File: src/rtl/core/ic_pkg.sv
// Interrupt coalescer package: sizes, register indexes, command and kind codes,
// and the configuration bundle shared by the config block and the top level.
// No dependencies.
`default_nettype none

package ic_pkg;

    localparam int NUM_VECTORS = 32;
    localparam int VEC_W       = $clog2(NUM_VECTORS);
    localparam int COUNT_W     = 8;
    localparam int TICK_W      = 9;
    localparam int CFG_IDX_W   = 2;
    localparam int CFG_DATA_W  = 8;
    localparam int KIND_W      = 2;

    localparam logic [COUNT_W-1:0] COUNT_MAX = '1;

    // configuration register indexes
    localparam logic [CFG_IDX_W-1:0] CFG_THRESHOLD = 2'd0;
    localparam logic [CFG_IDX_W-1:0] CFG_AGG_TIME  = 2'd1;
    localparam logic [CFG_IDX_W-1:0] CFG_MODE      = 2'd2;

    // interrupt mode and result kind codes (same encoding)
    localparam logic [KIND_W-1:0] KIND_MSIX = 2'd0;
    localparam logic [KIND_W-1:0] KIND_MSI  = 2'd1;
    localparam logic [KIND_W-1:0] KIND_PIN  = 2'd2;
    localparam logic [KIND_W-1:0] KIND_RSVD = 2'd3;

    // request command codes
    localparam logic CMD_EVENT = 1'b0;
    localparam logic CMD_TICK  = 1'b1;

    typedef struct packed {
        logic [COUNT_W-1:0] threshold;
        logic [COUNT_W-1:0] agg_time;
        logic [KIND_W-1:0]  kind;
    } t_cfg;

endpackage

`default_nettype wire

File: src/rtl/core/ic_count_ram.sv
// Per-vector event count memory: one write port, one read port, registered read.
// Depends on ic_pkg.
`default_nettype none

module ic_count_ram
    import ic_pkg::*;
(
    input  wire logic               i_clk,
    input  wire logic               i_we,
    input  wire logic [VEC_W-1:0]   i_waddr,
    input  wire logic [COUNT_W-1:0] i_wdata,
    input  wire logic               i_re,
    input  wire logic [VEC_W-1:0]   i_raddr,
    output logic      [COUNT_W-1:0] o_rdata
);

    logic [COUNT_W-1:0] r_mem [NUM_VECTORS];
    logic [COUNT_W-1:0] r_rdata;

    always_ff @(posedge i_clk) begin
        if (i_we) begin
            r_mem[i_waddr] <= i_wdata;
        end
    end

    always_ff @(posedge i_clk) begin
        if (i_re) begin
            r_rdata <= r_mem[i_raddr];
        end
    end

    assign o_rdata = r_rdata;

endmodule

`default_nettype wire

File: config.mk
export PLATFORM = sky130hd
export DESIGN_NAME = ic_count_ram
export DESIGN_NICKNAME = d
export VERILOG_FILES = /design/src/rtl/core/ic_pkg.sv /design/src/rtl/core/ic_count_ram.sv
export SDC_FILE = /design/constraint.sdc
export NUM_CORES = 1
export LEC_CHECK = 0
export BUFFER_PORTS_ARGS = -buffer_cell sky130_fd_sc_hd__buf_2
export CAP_MARGIN = 0
export CORE_MARGIN = 2
export CORE_UTILIZATION = 51
export DETAILED_ROUTE_END_ITERATION = 8
export GPL_TIMING_DRIVEN = 0
export PLACE_DENSITY_LB_ADDON = 0.2
export SLEW_MARGIN = 20
export SYNTH_ARGS = -nofsm -noshare
export SYNTH_HDL_FRONTEND = slang
export SYNTH_SLANG_ARGS = --single-unit
export TNS_END_PERCENT = 20
File: constraint.sdc
create_clock -name i_clk -period 6.2 [get_ports i_clk]
set_input_delay 1.24 -clock i_clk [delete_from_list [all_inputs] [get_ports i_clk]]
set_output_delay 1.24 -clock i_clk [all_outputs]
set_load 0.05 [all_outputs]
==> results of run 1 <==
==> stage by stage <==
step / utilization / instances / power [mW] / hold WS (ns) / worst slack [ns]
2_1_floorplan: - / 417 / 2.16 / 0.941 / 3.02
3_3_place_gp: 0.544 / 705 / 2.23 / 0.987 / 2.28
3_5_place_dp: 0.544 / 705 / 2.24 / 1.02 / 2.27
4_1_cts: 0.588 / 751 / 3.82 / 1.04 / 2.83
5_1_grt: 0.588 / 751 / 3.90 / 1.06 / 2.77
6_report: 0.588 / 751 / 3.79 / 1.04 / 2.82
==> routing by layer <==
metal,vias to the layer above,global-route usage
met1,2366,0.298
met5,-,0
li1,1901,-
met2,162,0.297
met3,19,0.0368
met4,0,0.0525
==> worst max-delay path, cell delays in order <==
cell and delay [ns]:
clkbuf_1 0.38, clkbuf_1 0.69, mux4_2 0.47, mux4_2 0.54
mux2_2 0.30
==> area by class of cell <==
cell class                      count  area, um^2
Fill cell                        1382        8020
Sequential cell                   264        7930
Multi-Input combinational cell    133        2100
Clock buffer                       33         698
Tap cell                          265         332
Clock inverter                     13         164
Timing Repair Buffer               23         115
Buffer                             20         106
==> power by group through the flow <==
stage	clock network, mW	registers, mW	logic, mW
finish	1.59	2.00	0.205
detailed placement	0	2.04	0.206
global route	1.68	2.00	0.217
floorplan	0	2.05	0.106
global placement	0	2.03	0.200
CTS	1.62	2.00	0.207
==> flip-flops by register name (all words and copies together) (netlist names) <==
signal	flops
r_mem	256
o_rdata	8
==> layout by cell type, fill, tap and decap left out, drive strengths merged <==
master / instances
buf: 37
bufinv: 4
clkbuf: 39
clkinv: 9
edfxtp: 264
mux2: 8
mux4: 80
nand2: 1
nand3: 2
nand3b: 5
nor2: 33
or3: 1
or3b: 3
==> path summary, 6_finish.rpt <==
kind,cells past startpoint,startpoint,end
worst max-delay path,5,i_raddr[2],o_rdata[2]
worst min-delay path,3,r_mem[3][6],o_rdata[6]
worst max register to register,3,r_mem[29][1],o_rdata[1]
worst min register to register,3,r_mem[3][6],o_rdata[6]
==> kinds of logic (layout without fill, tap and decap cells) <==
logic type	count (synthesis)	in the layout	share of synthesized area
muxes	88	88	0.187
and+or+nand+nor	45	45	0.0205
DFF	264	264	0.782
buffers and inverters	20	89	0.0105
==> run_results.csv, run 1 <==
group,metric,value,unit
cts,cts_root_buf,"clkbuf_16",
cts,post_cts_resized,0,
routing,wl_met1,9160,um
timing,fin_crit,3.38,ns
power_and_ir_drop,powerDensity,331,mW/mm^2
cells_and_area,nets,490,
setup_path,arrival,3.64,ns
global_route,grt_pass1_vias,4628,
timing,tns,0,ns
timing,final.period_utilization,0.544,
synthesis,synth_seq_cells,264,
place,dpl.hpwl,12800,um
setup_path,start_kind,"input port",
global_route,gr-total-overflow,0,
floorplanning,die_height,145,um
power_and_ir_drop,p_leak,3.54,nW
cts,postCtsSetupBuffers,0,
timing,hold_viol_final,0,
cts,path_clk_slew,0.06,ns
power_and_ir_drop,pwr-share-seq,0.527,
synthesis,ys_seq_area_frac,0.782,
synthesis,syn-num-nets,438,
synthesis,yosys_warnings,0,
cts,cts_sinks,264,
floorplanning,start_util,0.521,
place,io_buffers,23,
global_route,grt_use_total,0.196,
global_route,grt_start_max_net_pins,33,
synthesis,synth_cells,417,
power_and_ir_drop,ir_drop,0.179,mV
synthesis,synth_top_area_frac,0.782,
setup_path,r2r_setup_slack,4.20,ns
routing,dr.pass1.iters,5,
timing,worst_pin_slew,0.848,ns
synthesis,yosys-top-cells-count,"edfxtp_1 (264), mux4_2 (80), nor2_1 (33)",
cells_and_area,drive_gt1_frac,0.325,
global_route,grt_pass1_wl,29800,um
timing,drv_slew,0,
routing,top_layer,"met4",
power_and_ir_drop,p_clk_frac,0.419,
power_and_ir_drop,power.switching,0.759,mW
routing,routed_via_density,5.92,
place,gp_congestion,0.811,
cts,cts_tree,"built",
timing,relSlewSlack,0.435,
routing,route.met2.wl,9360,um
cts,post_cts_hold_buffer_count,0,
timing,setup_violations,0,
synthesis,avgSynthCellArea,24.3,um^2
cells_and_area,area.growth.synth_to_final,12.9,%
setup_path,critPathKind,"input port to register",
synthesis,synth_area_leaders,"edfxtp_1 (78%), mux4_2 (18%), nor2_1 (1.2%)",
floorplanning,std_cell_rows,51,
routing,route.antenna.remaining_nets,0,
routing,wl_per_cell,26.8,um
cells_and_area,final_area,0.0114,mm^2
cts,ctsLongestPathBuffers,3,
floorplanning,io_pins,29,
setup_path,critPathRequiredTime,6.46,ns
synthesis,async_reset_ff_frac,0,
synthesis,yosysMostFrequentCell,"edfxtp_1",
routing,drc,0,
run,maxCapViolCount,0,
place,dpl_cell_area,0.0106,mm^2
synthesis,synth_edf_count,264,
routing,met3_length,1260,um
floorplanning,design.die.area,0.0210,mm^2
floorplanning,core_area,0.0195,mm^2
timing,finClkSkew,0.0110,ns
routing,drt_iter0_markers,523,
routing,drt-total-wl,20100,um
cts,insertion_delay,0.52,ns
setup_path,path_max_fanout,10,
cells_and_area,antenna_cells,0,
synthesis,synth_top_area_cell,"edfxtp_1",
synthesis,synth_flop_cell,"edfxtp_1",
routing,dr_total_vias,4448,
cts,cts_buffers,27,
worst_hold_path,worst_hold_path_type,"register to register",
power_and_ir_drop,comb_power_share,0.054,
cts,ctsHtreeMaxLevel,1,
setup_path,end_kind,"register",
timing,max_freq,296,MHz
floorplanning,die_w,145,um
synthesis,syn_area,0.0101,mm^2
power_and_ir_drop,p_int,3.03,mW
power_and_ir_drop,swShare,0.200,
global_route,antenna_found_initial,0,
run_status,outcome,"completed",
synthesis,ys_types,14,
timing,grt_setup_unrepaired,"no",
(Power assumes the default switching activity.)
==> run 2: changes to the inputs <==
--- a/config.mk
+++ b/config.mk
@@ -5,6 +5,7 @@
 export SDC_FILE = /design/constraint.sdc
 export NUM_CORES = 1
 export LEC_CHECK = 0
+export ABC_AREA = 1
 export BUFFER_PORTS_ARGS = -buffer_cell sky130_fd_sc_hd__buf_2
 export CAP_MARGIN = 0
 export CORE_MARGIN = 2
==> constraint.sdc (replaced) <==
create_clock -name i_clk -period 2.95 [get_ports i_clk]
set_input_delay 0.59 -clock i_clk [delete_from_list [all_inputs] [get_ports i_clk]]
set_output_delay 0.59 -clock i_clk [all_outputs]
set_load 0.05 [all_outputs]
==> run 2 against run 1 <==
Compared with the run above:
- flip-flop and latch count is the same
- via count grew 56%
- synthesized area grew 7.2%
==> run_results.csv, run 2 <==
group,metric,value,unit
synthesis,synth_top_area_frac,0.730,
power_and_ir_drop,powerDensity,644,mW/mm^2
synthesis,async_reset_ff_frac,0,
place,dpl.hpwl,17300,um
cts,post_cts_hold_buffer_count,0,
synthesis,avgSynthCellArea,11.8,um^2
setup_path,arrival,2.18,ns
worst_hold_path,holdPathStages,1,
routing,drt_iter0_markers,651,
setup_path,critPathKind,"input port to register",
timing,relSlewSlack,0.350,
floorplanning,start_util,0.519,
routing,dr_total_vias,6931,
synthesis,syn_area,0.0109,mm^2
cells_and_area,top_register,"r_mem",
global_route,antenna_found_initial,1,
timing,tns,0,ns
synthesis,synth_area_leaders,"edfxtp_1 (73%), nand2_1 (12%), nand3_1 (9.4%)",
run,maxCapViolCount,0,
synthesis,ys_seq_area_frac,0.730,
cells_and_area,final_area,0.0121,mm^2
power_and_ir_drop,p_leak,4.50,nW
global_route,grt_use_total,0.248,
worst_hold_path,hold_end,"o_rdata[0]",
cells_and_area,nets,997,
place,io_buffers,25,
synthesis,syn-num-nets,943,
cts,cts_buffers,27,
timing,hold_viol_final,0,
timing,finClkSkew,0.0117,ns
floorplanning,io_pins,29,
timing,holdWs,0.403,ns
cells_and_area,largest_reg_flops,256,
floorplanning,design.die.area,0.0225,mm^2
cts,ctsLongestPathBuffers,3,
setup_path,critPathRequiredTime,3.20,ns
synthesis,synth_seq_cells,264,
setup_path,r2r_start,"r_mem[29][1]",
global_route,grt_pass1_vias,6503,
cells_and_area,drive_gt1_frac,0.105,
setup_path,path_max_fanout,10,
synthesis,synth_flop_cell,"edfxtp_1",
floorplanning,die_height,150,um
cts,path_clk_slew,0.06,ns
worst_hold_path,hp-start,"i_re",
synthesis,yosys_warnings,0,
routing,wl_per_cell,21.2,um
cts,cts_tree,"built",
synthesis,synth_cells,922,
run_status,outcome,"completed",
setup_path,end_kind,"register",
setup_path,start_kind,"input port",
global_route,grt_start_max_net_pins,33,
floorplanning,core_area,0.0210,mm^2
synthesis,ys_types,11,
setup_path,r2r_end,"o_rdata[1]",
timing,grt_setup_unrepaired,"no",
timing,fin_crit,1.93,ns
cts,postCtsSetupBuffers,0,
setup_path,ff2ff_path_depth,8,
timing,setup_violations,0,
routing,route.antenna.remaining_nets,0,
setup_path,r2r_setup_slack,1.60,ns
synthesis,yosys-top-cells-count,"nand2_1 (360), edfxtp_1 (264), nand3_1 (204)",
cells_and_area,layout_common_cells,"nand2_1 (360), edfxtp_1 (264), nand3_1 (204), buf_2 (40), nor2_1 (32)",
worst_hold_path,worst_hold_path_type,"input port to register",
power_and_ir_drop,ir_drop,0.483,mV
cells_and_area,area.growth.synth_to_final,11.4,%
global_route,grt_pass1_wl,40100,um
place,dpl_cell_area,0.0113,mm^2
cells_and_area,final_util,0.578,
timing,final.period_utilization,0.654,
power_and_ir_drop,power,7.79,mW
routing,drc,0,
cts,post_cts_resized,0,
global_route,gr-total-overflow,0,
cts,cts_root_buf,"clkbuf_16",
timing,drv_slew,0,
routing,dr.pass1.iters,6,
cts,ctsHtreeMaxLevel,1,
setup_path,worstSetupStartpoint,"i_raddr[1]",
floorplanning,std_cell_rows,53,
synthesis,synth_top_area_cell,"edfxtp_1",
synthesis,yosysMostFrequentCell,"nand2_1",
routing,drt-total-wl,27000,um
synthesis,synth_edf_count,264,
cts,insertion_delay,0.53,ns
routing,routed_via_density,5.45,
timing,max_freq,518,MHz
place,gp_congestion,0.910,
timing,worst_pin_slew,0.971,ns
cts,cts_sinks,264,
floorplanning,die_w,150,um
cells_and_area,mostFrequentLayoutCell,"nand2_1",
[run 2: changes by cell type after synthesis, moves of 4 or more]
| cell | change |
|---|---|
| nand2_1 | +359 |
| nand3_1 | +202 |
| mux4_2 | -80 |
| buf_6 | +23 |
| buf_2 | +14 |
| inv_1 | +8 |
| mux2_2 | -8 |
| nand3b_1 | -5 |
| buf_1 | -4 |
[run 2: final cells by class]
type,instances,area [um^2]
Fill cell,1763,8850
Sequential cell,264,7930
Multi-Input combinational cell,596,2490
Clock buffer,32,694
Buffer,52,409
Tap cell,275,344
Timing Repair Buffer,25,125
Clock inverter,16,72.6
Inverter,10,37.5
Antenna cell,1,2.50
[run 2: through the flow]
step,std cells,setup slack [ns]
after detailed placement,1222,0.524
after global placement,1222,0.526
final,1271,1.02
after floorplan,922,1.33
after global routing,1270,0.945
after CTS,1270,1.08
[run 2: report_power, final]
group | switching [mW] | internal, mW | leakage [nW]
Combinational | 0.422 | 0.151 | 1.73
Sequential | 0.0110 | 4.19 | 2.39
Clock | 1.36 | 1.67 | 0.381
Total | 1.79 | 6.00 | 4.50
[run 2: per-layer routing]
layer  GRT usage  vias to the layer above  routed length (um)
li1            -                     3327                   -
met1       0.371                     3309               12000
met2       0.384                      254               12400
met3      0.0375                       41                2030
met4      0.0613                        0                 545
met5           0                        -                   0
[run 2: how the worst max path moves through the flow]
stage	end	slack, ns	depth (start not counted)
final	o_rdata[5]	1.02	10
after global routing	o_rdata[5]	0.94	10
after CTS	o_rdata[0]	1.08	10
after detailed placement	o_rdata[0]	0.52	10
after global placement	o_rdata[0]	0.53	10
after floorplan	r_mem[0][0]	1.33	3
[run 2: logic make-up after synthesis]
logic type | Yosys count | share of synthesized area
buffers and inverters | 62 | 0.0411
DFF | 264 | 0.730
and+or+nand+nor | 596 | 0.229
[run 2: worst max-delay path: stages]
cell	delay, ns
buf_2	0.11
inv_2	0.19
clkbuf_1	0.52
nand3_1	0.23
nand3_1	0.18
nand2_1	0.07
nand2_1	0.06
nand2_1	0.05
nand2_1	0.05
nand2_1	0.11
