--- config.mk ---
export PLATFORM = sky130hd
export DESIGN_NAME = ic_cfg_regs
export DESIGN_NICKNAME = d
export VERILOG_FILES = /design/src/rtl/core/ic_pkg.sv /design/src/rtl/core/ic_cfg_regs.sv
export SDC_FILE = /design/constraint.sdc
export NUM_CORES = 1
export LEC_CHECK = 0
export BUFFER_PORTS_ARGS = -buffer_cell sky130_fd_sc_hd__buf_2
export CAP_MARGIN = 15
export CELL_PAD_IN_SITES_DETAIL_PLACEMENT = 1
export CELL_PAD_IN_SITES_GLOBAL_PLACEMENT = 1
export CORE_MARGIN = 3
export CORE_UTILIZATION = 35
export CTS_CLUSTER_DIAMETER = 50
export CTS_CLUSTER_SIZE = 14
export DETAILED_ROUTE_END_ITERATION = 6
export PLACE_DENSITY = 0.91
export SYNTH_ARGS = -nofsm -noshare
export SYNTH_HDL_FRONTEND = slang
export SYNTH_SLANG_ARGS = --single-unit
export TNS_END_PERCENT = 1
--- constraint.sdc ---
create_clock -name i_clk -period 1.55 [get_ports i_clk]
set_input_delay 0.31 -clock i_clk [delete_from_list [all_inputs] [get_ports i_clk]]
set_output_delay 0.31 -clock i_clk [all_outputs]
set_load 0.01 [all_outputs]
--- src/rtl/core/ic_pkg.sv ---
// Interrupt coalescer package: sizes, register indexes, command and kind codes,
// and the configuration bundle shared by the config block and the top level.
// No dependencies.
`default_nettype none

package ic_pkg;

    localparam int NUM_VECTORS = 32;
    localparam int VEC_W       = $clog2(NUM_VECTORS);
    localparam int COUNT_W     = 8;
    localparam int TICK_W      = 9;
    localparam int CFG_IDX_W   = 2;
    localparam int CFG_DATA_W  = 8;
    localparam int KIND_W      = 2;

    localparam logic [COUNT_W-1:0] COUNT_MAX = '1;

    // configuration register indexes
    localparam logic [CFG_IDX_W-1:0] CFG_THRESHOLD = 2'd0;
    localparam logic [CFG_IDX_W-1:0] CFG_AGG_TIME  = 2'd1;
    localparam logic [CFG_IDX_W-1:0] CFG_MODE      = 2'd2;

    // interrupt mode and result kind codes (same encoding)
    localparam logic [KIND_W-1:0] KIND_MSIX = 2'd0;
    localparam logic [KIND_W-1:0] KIND_MSI  = 2'd1;
    localparam logic [KIND_W-1:0] KIND_PIN  = 2'd2;
    localparam logic [KIND_W-1:0] KIND_RSVD = 2'd3;

    // request command codes
    localparam logic CMD_EVENT = 1'b0;
    localparam logic CMD_TICK  = 1'b1;

    typedef struct packed {
        logic [COUNT_W-1:0] threshold;
        logic [COUNT_W-1:0] agg_time;
        logic [KIND_W-1:0]  kind;
    } t_cfg;

endpackage

`default_nettype wire

--- src/rtl/core/ic_cfg_regs.sv ---
// Configuration registers of the interrupt coalescer with mode-to-kind decode.
// Depends on ic_pkg.
`default_nettype none

module ic_cfg_regs
    import ic_pkg::*;
(
    input  wire logic                  i_clk,
    input  wire logic                  i_rst_n,
    input  wire logic                  i_we,
    input  wire logic [CFG_IDX_W-1:0]  i_idx,
    input  wire logic [CFG_DATA_W-1:0] i_data,
    output t_cfg                       o_cfg
);

    logic [COUNT_W-1:0] r_threshold;
    logic [COUNT_W-1:0] r_agg_time;
    logic [KIND_W-1:0]  r_mode;

    always_ff @(posedge i_clk) begin
        if (!i_rst_n) begin
            r_threshold <= '0;
            r_agg_time  <= '0;
            r_mode      <= KIND_PIN;
        end else if (i_we) begin
            unique case (i_idx)
                CFG_THRESHOLD: r_threshold <= i_data[COUNT_W-1:0];
                CFG_AGG_TIME:  r_agg_time  <= i_data[COUNT_W-1:0];
                CFG_MODE:      r_mode      <= i_data[KIND_W-1:0];
                default: ;
            endcase
        end
    end

    // mode 3 falls back to the pin interrupt
    always_comb begin
        o_cfg.threshold = r_threshold;
        o_cfg.agg_time  = r_agg_time;
        unique case (r_mode)
            KIND_MSIX: o_cfg.kind = KIND_MSIX;
            KIND_MSI:  o_cfg.kind = KIND_MSI;
            default:   o_cfg.kind = KIND_PIN;
        endcase
    end

endmodule

`default_nettype wire

==> results of run 1 <==
[through the flow]
step	area, um2	setup WS [ps]
after global routing	913.4	287.6
after detailed placement	877.1	439.9
final	913.4	349.2
after global placement	877.1	474.8
after floorplan	726.9	669.0
after CTS	913.4	324.1
[cells in the final DEF (no fill, tap or decap), drive strengths merged]
master	n
dfxtp	18
nor3b	1
buf	32
clkbuf	4
nand2	25
inv	1
mux2i	17
a211o	1
and4b	1
nand3b	2
nor2b	1
[report_power, final]
part	internal, mW	total [mW]	switching [mW]
Clock	0.143	0.296	0.153
Combinational	0.0431	0.0951	0.0520
Sequential	0.479	0.488	0.00842
[cells in the mapped netlist]
cell / count / area share (%)
sky130_fd_sc_hd__nand2_1: 25 / 13
sky130_fd_sc_hd__dfxtp_1: 18 / 50
sky130_fd_sc_hd__mux2i_1: 17 / 23
sky130_fd_sc_hd__buf_4: 2 / 2.1
sky130_fd_sc_hd__buf_6: 2 / 3.1
sky130_fd_sc_hd__nand3b_1: 2 / 2.1
sky130_fd_sc_hd__a211o_1: 1 / 1.2
sky130_fd_sc_hd__and4b_1: 1 / 1.4
sky130_fd_sc_hd__buf_2: 1 / 0.69
sky130_fd_sc_hd__clkbuf_1: 1 / 0.52
sky130_fd_sc_hd__inv_1: 1 / 0.52
sky130_fd_sc_hd__nor2b_1: 1 / 0.86
sky130_fd_sc_hd__nor3b_2: 1 / 1.7
[cell families after synthesis]
kind of cell	count (synthesis)	synth area share, %
flops	18	49.57
mux	17	23.41
buf+inv	7	6.882
simple gates	30	18.93
compound gates	1	1.205
[state kept, by name, indices dropped and copies added, names as in the netlist]
signal	count
r_mode	2
r_threshold	8
r_agg_time	8
[per-layer routing]
layer / GRT usage [%] / wire length (um) / vias up
met5: 0 / 0 / -
met4: 7.860 / 35 / 0
met3: 5.158 / 115 / 5
met2: 24.79 / 846 / 19
met1: 15.25 / 694 / 276
li1: - / - / 301
[final cells by class]
class,instances,area [um2],share of cell area (%)
inverter,1,3.754,0.4110
clock buffer,4,36.28,3.973
timing repair buffer,32,165.2,18.08
tap,25,31.28,3.425
multi-input combinational,48,316.6,34.66
sequential,18,360.3,39.45
[worst max path at each step]
stage                           endpoint  slack, ps
after floorplan                r_mode[1]        670
after global placement         r_mode[1]        470
after detailed placement  r_threshold[1]        440
after CTS                       o_cfg[0]        320
after global routing            o_cfg[0]        290
final                           o_cfg[0]        350
[critical path, delay by kind of cell (launching register included)]
family / cells / cell delay (ps)
DFF: 1 / 350
buffers and inverters: 1 / 130
and+or+nand+nor: 1 / 120
==> flow_summary.rst, run 1 <==
.. list-table::
   :header-rows: 1

   * - Metric
     - Value
   * - Worst clock skew
     - 0 ps
   * - Clock-pin slew reported for the worst setup and hold paths after clock tree synthesis
     - between 100 and 150 ps
   * - Unrepaired setup endpoints after global routing
     - false
   * - Crit-path max FO
     - 2
   * - Min Tclk post-route
     - about 1200 ps
   * - Longest individual stage delay on the worst path
     - between 300 and 400 ps
   * - Avg Inst Size Synth
     - 9.958 um2
   * - Worst-path cell chain
     - nor2b_1, buf_2
   * - Peak supply drop
     - between 500 and 600 uV
   * - Hold path start
     - i_data[4]
   * - Width of the die
     - about 52 um
   * - FILL cells
     - between 200 and 250
   * - Residual antenna-violating net count after detailed routing
     - 0
   * - P_leak
     - about 0.48 nW
   * - Overall routed net length
     - between 1500 and 2000 um
   * - Final RePlAce weighted congestion
     - ~0.7
   * - Hold/Removal Path Class
     - in -> reg
   * - Final setup TNS
     - 0 ps
   * - Starting density of the core
     - 39.52%
   * - DRC errors left
     - 0
   * - Netlist area before placement
     - ~730 um2
   * - Worst reg2reg path depth
     - 1
   * - Period utilisation layout
     - 77.47%
   * - Wire length of the first global-routing pass
     - ~2800 um
   * - Final cell utilization of the core
     - 49.66%
   * - Pins over their slew limit
     - 0
   * - Initial DRT Pass Iterations
     - 3
   * - Number of distinct standard cells referenced by the synthesized netlist
     - 13
   * - Overall via count from detail_route
     - approximately 600
   * - Outcome
     - finished clean
   * - First DRT Iteration DRCs
     - 2
   * - PD cells
     - roughly 960 nW/um2
   * - Setup Viol. Count Final
     - 0
   * - H-Tree Level Count
     - 1
   * - Clock latency at the later pin of the worst-skew pair
     - 300 ps
   * - FF-to-FF Start
     - r_mode[1]
   * - Final hold slack
     - 275.7 ps
   * - Post-layout total power
     - between 0.8 and 0.9 mW
   * - Antenna violations before repair
     - 0
   * - TritonCTS clock tree
     - built
   * - Share of layout cells above drive strength 1
     - 35.92%
   * - Largest net degree at the start of global routing
     - 27
   * - Clock buffers created by TritonCTS
     - 3
   * - Slew HR
     - 71.22%
   * - Register-to-register path setup slack
     - 860 ps
   * - Via count of the first global-routing pass
     - around 640
   * - Remaining global-route overflow
     - 0
   * - Number of flip-flops and latches in the synthesized netlist
     - 18
   * - Port Buffer Count
     - 30
   * - Number of instances resized during post-cts repair
     - 0
   * - Arrival time of the worst setup path
     - slightly below 900 ps
   * - Chip height
     - slightly above 50 um
   * - Overall track demand over capacity in global routing
     - 14.43%
   * - Total instance count after detailed placement
     - around 120
   * - CP Launch Point
     - r_mode[0]
   * - Measured slew at the worst slew-check pin
     - between 400 and 500 ps
   * - I/O Pins
     - 31
   * - Worst Setup Start Kind
     - register
   * - Post-CTS setup buffer count
     - 0
   * - Final non-filler cell total
     - around 130
   * - Antenna cells
     - 0
   * - Hold Path Cell Cnt
     - 3
   * - Via/cell ratio
     - between 4 and 5
   * - Die ar.
     - 2660 um2
   * - DR WL/cell
     - around 13 um
   * - Half-perimeter wire length of the detailed placement result
     - roughly 1300 um
   * - Nets@finish
     - 117
   * - Number of maximum-capacitance violations
     - 0
   * - Cell chosen for the clock root
     - sky130_fd_sc_hd__clkbuf_4
   * - TritonCTS sink count
     - 18
   * - Critical Setup Path Class
     - reg -> out
   * - Cell count after synthesis
     - 73
   * - Endpoint type of the worst setup path
     - primary output
   * - Yosys warning count
     - 0
   * - Net count after synthesis
     - 86
   * - Number of standard-cell rows in the floorplan
     - 15
   * - Worst hold endpoint
     - r_threshold[4]
   * - Highest clock frequency the design can meet
     - around 830 MHz
   * - WP data required
     - ~1200 ps
   * - Synthesis-to-finish area growth
     - 25.65%
   * - Cell with the biggest individual delay on the critical path
     - sky130_fd_sc_hd__dfxtp_1
   * - R2r endpoint
     - r_mode[1]
   * - CORE AREA
     - approximately 1800 um2
   * - Clock tree buffer depth
     - 2
   * - CTS Hold Buffers Added
     - 0
   * - Part of the Yosys area used for sequential elements
     - approximately 50%
   * - Final Hold Vio Count
     - 0
No activity file was read; power rests on OpenSTA's default activity.
==> run 2, diff against run 1 <==
--- a/config.mk
+++ b/config.mk
@@ -10,11 +10,11 @@
 export CELL_PAD_IN_SITES_DETAIL_PLACEMENT = 1
 export CELL_PAD_IN_SITES_GLOBAL_PLACEMENT = 1
 export CORE_MARGIN = 3
-export CORE_UTILIZATION = 35
+export CORE_UTILIZATION = 33
 export CTS_CLUSTER_DIAMETER = 50
 export CTS_CLUSTER_SIZE = 14
 export DETAILED_ROUTE_END_ITERATION = 6
-export PLACE_DENSITY = 0.91
+export PLACE_DENSITY = 0.87
 export SYNTH_ARGS = -nofsm -noshare
 export SYNTH_HDL_FRONTEND = slang
 export SYNTH_SLANG_ARGS = --single-unit
==> constraint.sdc (replaced) <==
create_clock -name i_clk -period 1.12 [get_ports i_clk]
set_input_delay 0.224 -clock i_clk [delete_from_list [all_inputs] [get_ports i_clk]]
set_output_delay 0.224 -clock i_clk [all_outputs]
set_load 0.01 [all_outputs]
==> flow_summary.rst, run 2 (same netlist as run 1, synthesis figures left out) <==
.. list-table::
   :header-rows: 1

   * - Metric
     - Value
   * - Via/cell ratio
     - 4.750 (was 4.695)
   * - H-Tree Level Count
     - 1 (unchanged)
   * - Chip height
     - 52.94 um (was 51.58 um)
   * - Most frequent standard cell in the layout excluding fill and tap cells
     - sky130_fd_sc_hd__buf_2 (unchanged)
   * - Cell with the biggest individual delay on the critical path
     - sky130_fd_sc_hd__dfxtp_2 (was sky130_fd_sc_hd__dfxtp_1)
   * - Most used cells in the layout excluding fill and tap cells
     - sky130_fd_sc_hd__buf_2, sky130_fd_sc_hd__nand2_1, sky130_fd_sc_hd__mux2i_1, sky130_fd_sc_hd__dfxtp_1 (was sky130_fd_sc_hd__buf_2, sky130_fd_sc_hd__nand2_1, sky130_fd_sc_hd__dfxtp_1, sky130_fd_sc_hd__mux2i_1, sky130_fd_sc_hd__clkbuf_4)
   * - Worst setup slack before clock tree synthesis
     - 103.9 ps (was 439.9 ps)
   * - WP data required
     - 900 ps (was 1240 ps)
   * - Antenna cells
     - 0 (unchanged)
   * - Starting density of the core
     - 35.95% (was 39.52%)
   * - Slew HR
     - 91.64% (was 71.22%)
   * - Synthesis-to-finish area growth
     - 29.95% (was 25.65%)
   * - Via count of the first global-routing pass
     - 558 (was 639)
   * - Crit-path max FO
     - 2 (unchanged)
   * - Biggest regs
     - r_agg_time (8), r_threshold (8), r_mode (2) (unchanged)
   * - Overall track demand over capacity in global routing
     - 12.55% (was 14.43%)
   * - P_leak
     - 0.4903 nW (was 0.4751 nW)
   * - Termination of the worst setup path
     - o_cfg[0] (unchanged)
   * - FF-to-FF Start
     - r_mode[1] (unchanged)
   * - I/O Pins
     - 31 (unchanged)
   * - Port Buffer Count
     - 30 (unchanged)
   * - Clock tree buffer depth
     - 2 (unchanged)
   * - Area used by sequential logic in the layout
     - 361.6 um2 (was 360.3 um2)
   * - Number of maximum-capacitance violations
     - 0 (unchanged)
   * - Area occupied by multi-input gates
     - 316.6 um2 (unchanged)
   * - Die ar.
     - 2802 um2 (was 2660 um2)
   * - Final RePlAce weighted congestion
     - 0.6477 (was 0.7042)
   * - Wire length of the first global-routing pass
     - 2484 um (was 2773 um)
   * - Width of the die
     - 52.94 um (was 51.58 um)
   * - Clock-pin slew reported for the worst setup and hold paths after clock tree synthesis
     - 110 ps (about the same)
   * - Worst reg2reg path depth
     - 1 (unchanged)
   * - Register-to-register path setup slack
     - 440 ps (was 860 ps)
   * - Clock buffers created by TritonCTS
     - 3 (unchanged)
   * - Min Tclk post-route
     - about 1100 ps
   * - Final non-filler cell total
     - 132 (was 128)
   * - FILL cells
     - 258 (was 237)
   * - TritonCTS clock tree
     - built (unchanged)
   * - DRC errors left
     - 0 (unchanged)
   * - Peak supply drop
     - 593.7 uV (was 568.6 uV)
   * - Highest clock frequency the design can meet
     - about 900 MHz
   * - CP Launch Point
     - r_mode[0] (unchanged)
   * - Measured slew at the worst slew-check pin
     - 122.0 ps (was 431.6 ps)
   * - Arrival time of the worst setup path
     - 880 ps (was 890 ps)
   * - Setup Viol. Count Final
     - 0 (unchanged)
   * - Share of layout cells above drive strength 1
     - 38.10% (was 35.92%)
   * - R2r endpoint
     - r_mode[1] (unchanged)
   * - CTS Hold Buffers Added
     - 0 (unchanged)
   * - Clock latency at the later pin of the worst-skew pair
     - 300 ps (about the same)
   * - Overall via count from detail_route
     - 627 (was 601)
   * - Final Hold Vio Count
     - 0 (unchanged)
   * - TritonCTS sink count
     - 18 (unchanged)
   * - First DRT Iteration DRCs
     - 1 (was 2)
   * - Pins over their slew limit
     - 0 (unchanged)
   * - Nets@finish
     - 119 (was 117)
   * - Residual antenna-violating net count after detailed routing
     - 0 (unchanged)
   * - Endpoint type of the worst setup path
     - primary output (unchanged)
   * - Unrepaired setup endpoints after global routing
     - true (was false)
   * - Final cell utilization of the core
     - 46.72% (was 49.66%)
   * - Longest individual stage delay on the worst path
     - 340 ps (was 350 ps)
   * - CORE AREA
     - 2022 um2 (was 1839 um2)
   * - Antenna violations before repair
     - 0 (unchanged)
   * - Initial DRT Pass Iterations
     - 2 (was 3)
   * - Worst-path cell chain
     - nor2b_1, buf_2 (unchanged)
   * - Worst Setup Slack, final
     - 12.63 ps (was 349.2 ps)
   * - Outcome
     - finished clean (unchanged)
   * - Number of standard-cell rows in the floorplan
     - 16 (was 15)
   * - Critical Setup Path Class
     - reg -> out (unchanged)
   * - Cell chosen for the clock root
     - sky130_fd_sc_hd__clkbuf_4 (unchanged)
   * - Total instance count after detailed placement
     - 127 (was 124)
   * - Half-perimeter wire length of the detailed placement result
     - 1211 um (was 1285 um)
   * - Worst Setup Start Kind
     - register (unchanged)
   * - DR WL/cell
     - 12.49 um (was 13.22 um)
   * - Worst clock skew
     - 0 ps (unchanged)
   * - Hold/Removal Path Class
     - in -> reg (unchanged)
   * - Overall routed net length
     - 1649 um (was 1692 um)
   * - Period utilisation layout
     - roughly 100%
   * - Largest net degree at the start of global routing
     - 27 (unchanged)
   * - Remaining global-route overflow
     - 0 (unchanged)
   * - PD cells
     - 1300 nW/um2 (was 962.0 nW/um2)
[run 2: changes by cell type in the layout (fill, tap and decap cells not counted), sizes merged]
cell / previous run / this run
buf: 32 / 34
[run 2: where the power goes]
| part | total (mW) | switching (mW) | internal, mW | leakage, nW |
|---|---|---|---|---|
| Combinational | 0.141 | 0.0730 | 0.0684 | 0.322 |
| Sequential | 0.675 | 0.0113 | 0.663 | 0.147 |
| Clock | 0.412 | 0.214 | 0.198 | 0.0210 |
[run 2: through the flow]
| stage | power (mW) | TNS [ps] | instance area [um2] | hold WS, ps |
|---|---|---|---|---|
| 2_1_floorplan | 0.7707 | 0 | 726.9 | 385.5 |
| 3_3_place_gp | 0.8251 | 0 | 899.6 | 441.8 |
| 3_5_place_dp | 0.8313 | 0 | 899.6 | 449.8 |
| 4_1_cts | 1.247 | -0.9215 | 937.1 | 176.8 |
| 5_1_grt | 1.280 | -50.76 | 944.7 | 195.8 |
| 6_report | 1.228 | 0 | 944.7 | 182.5 |
[run 2: cell type report]
class | instances | area share [%]
clock buffers | 4 | 3.841
flip-flops and latches | 18 | 38.28
well taps | 27 | 3.576
multi-input cells | 48 | 33.51
repair buffers | 34 | 20.40
inverters | 1 | 0.3974
[run 2: worst max-delay path: cells and delay by family (launching register included)]
family	cells	cell delay [ps]
buffers and inverters	1	130
and+or+nand+nor	1	110
DFF	1	340
[run 2: how the worst min path moves through the flow]
stage,start,to,slack [ps],cells past startpoint
6_report,i_data[5],r_threshold[5],180,3
5_1_grt,i_data[7],r_threshold[7],200,3
4_1_cts,i_data[5],r_agg_time[5],180,3
3_5_place_dp,r_agg_time[3],r_agg_time[3],450,2
3_3_place_gp,r_agg_time[6],r_agg_time[6],440,2
2_1_floorplan,i_data[1],r_agg_time[1],390,2
[run 2: metal layers]
metal	GRT usage (%)	part of all wire [%]	wire length [um]
met1	13.94	42	700
met2	21.07	48	793
met3	1.690	5.9	97
met4	10.21	3.5	57
met5	0	0	0
[run 2: timing repair]
item                       CTS  global route
setup endpoints to repair    1             1
resized for setup            1             0
pin swaps                    0             0
buffers inserted             0             1
hold endpoints to repair     0             0
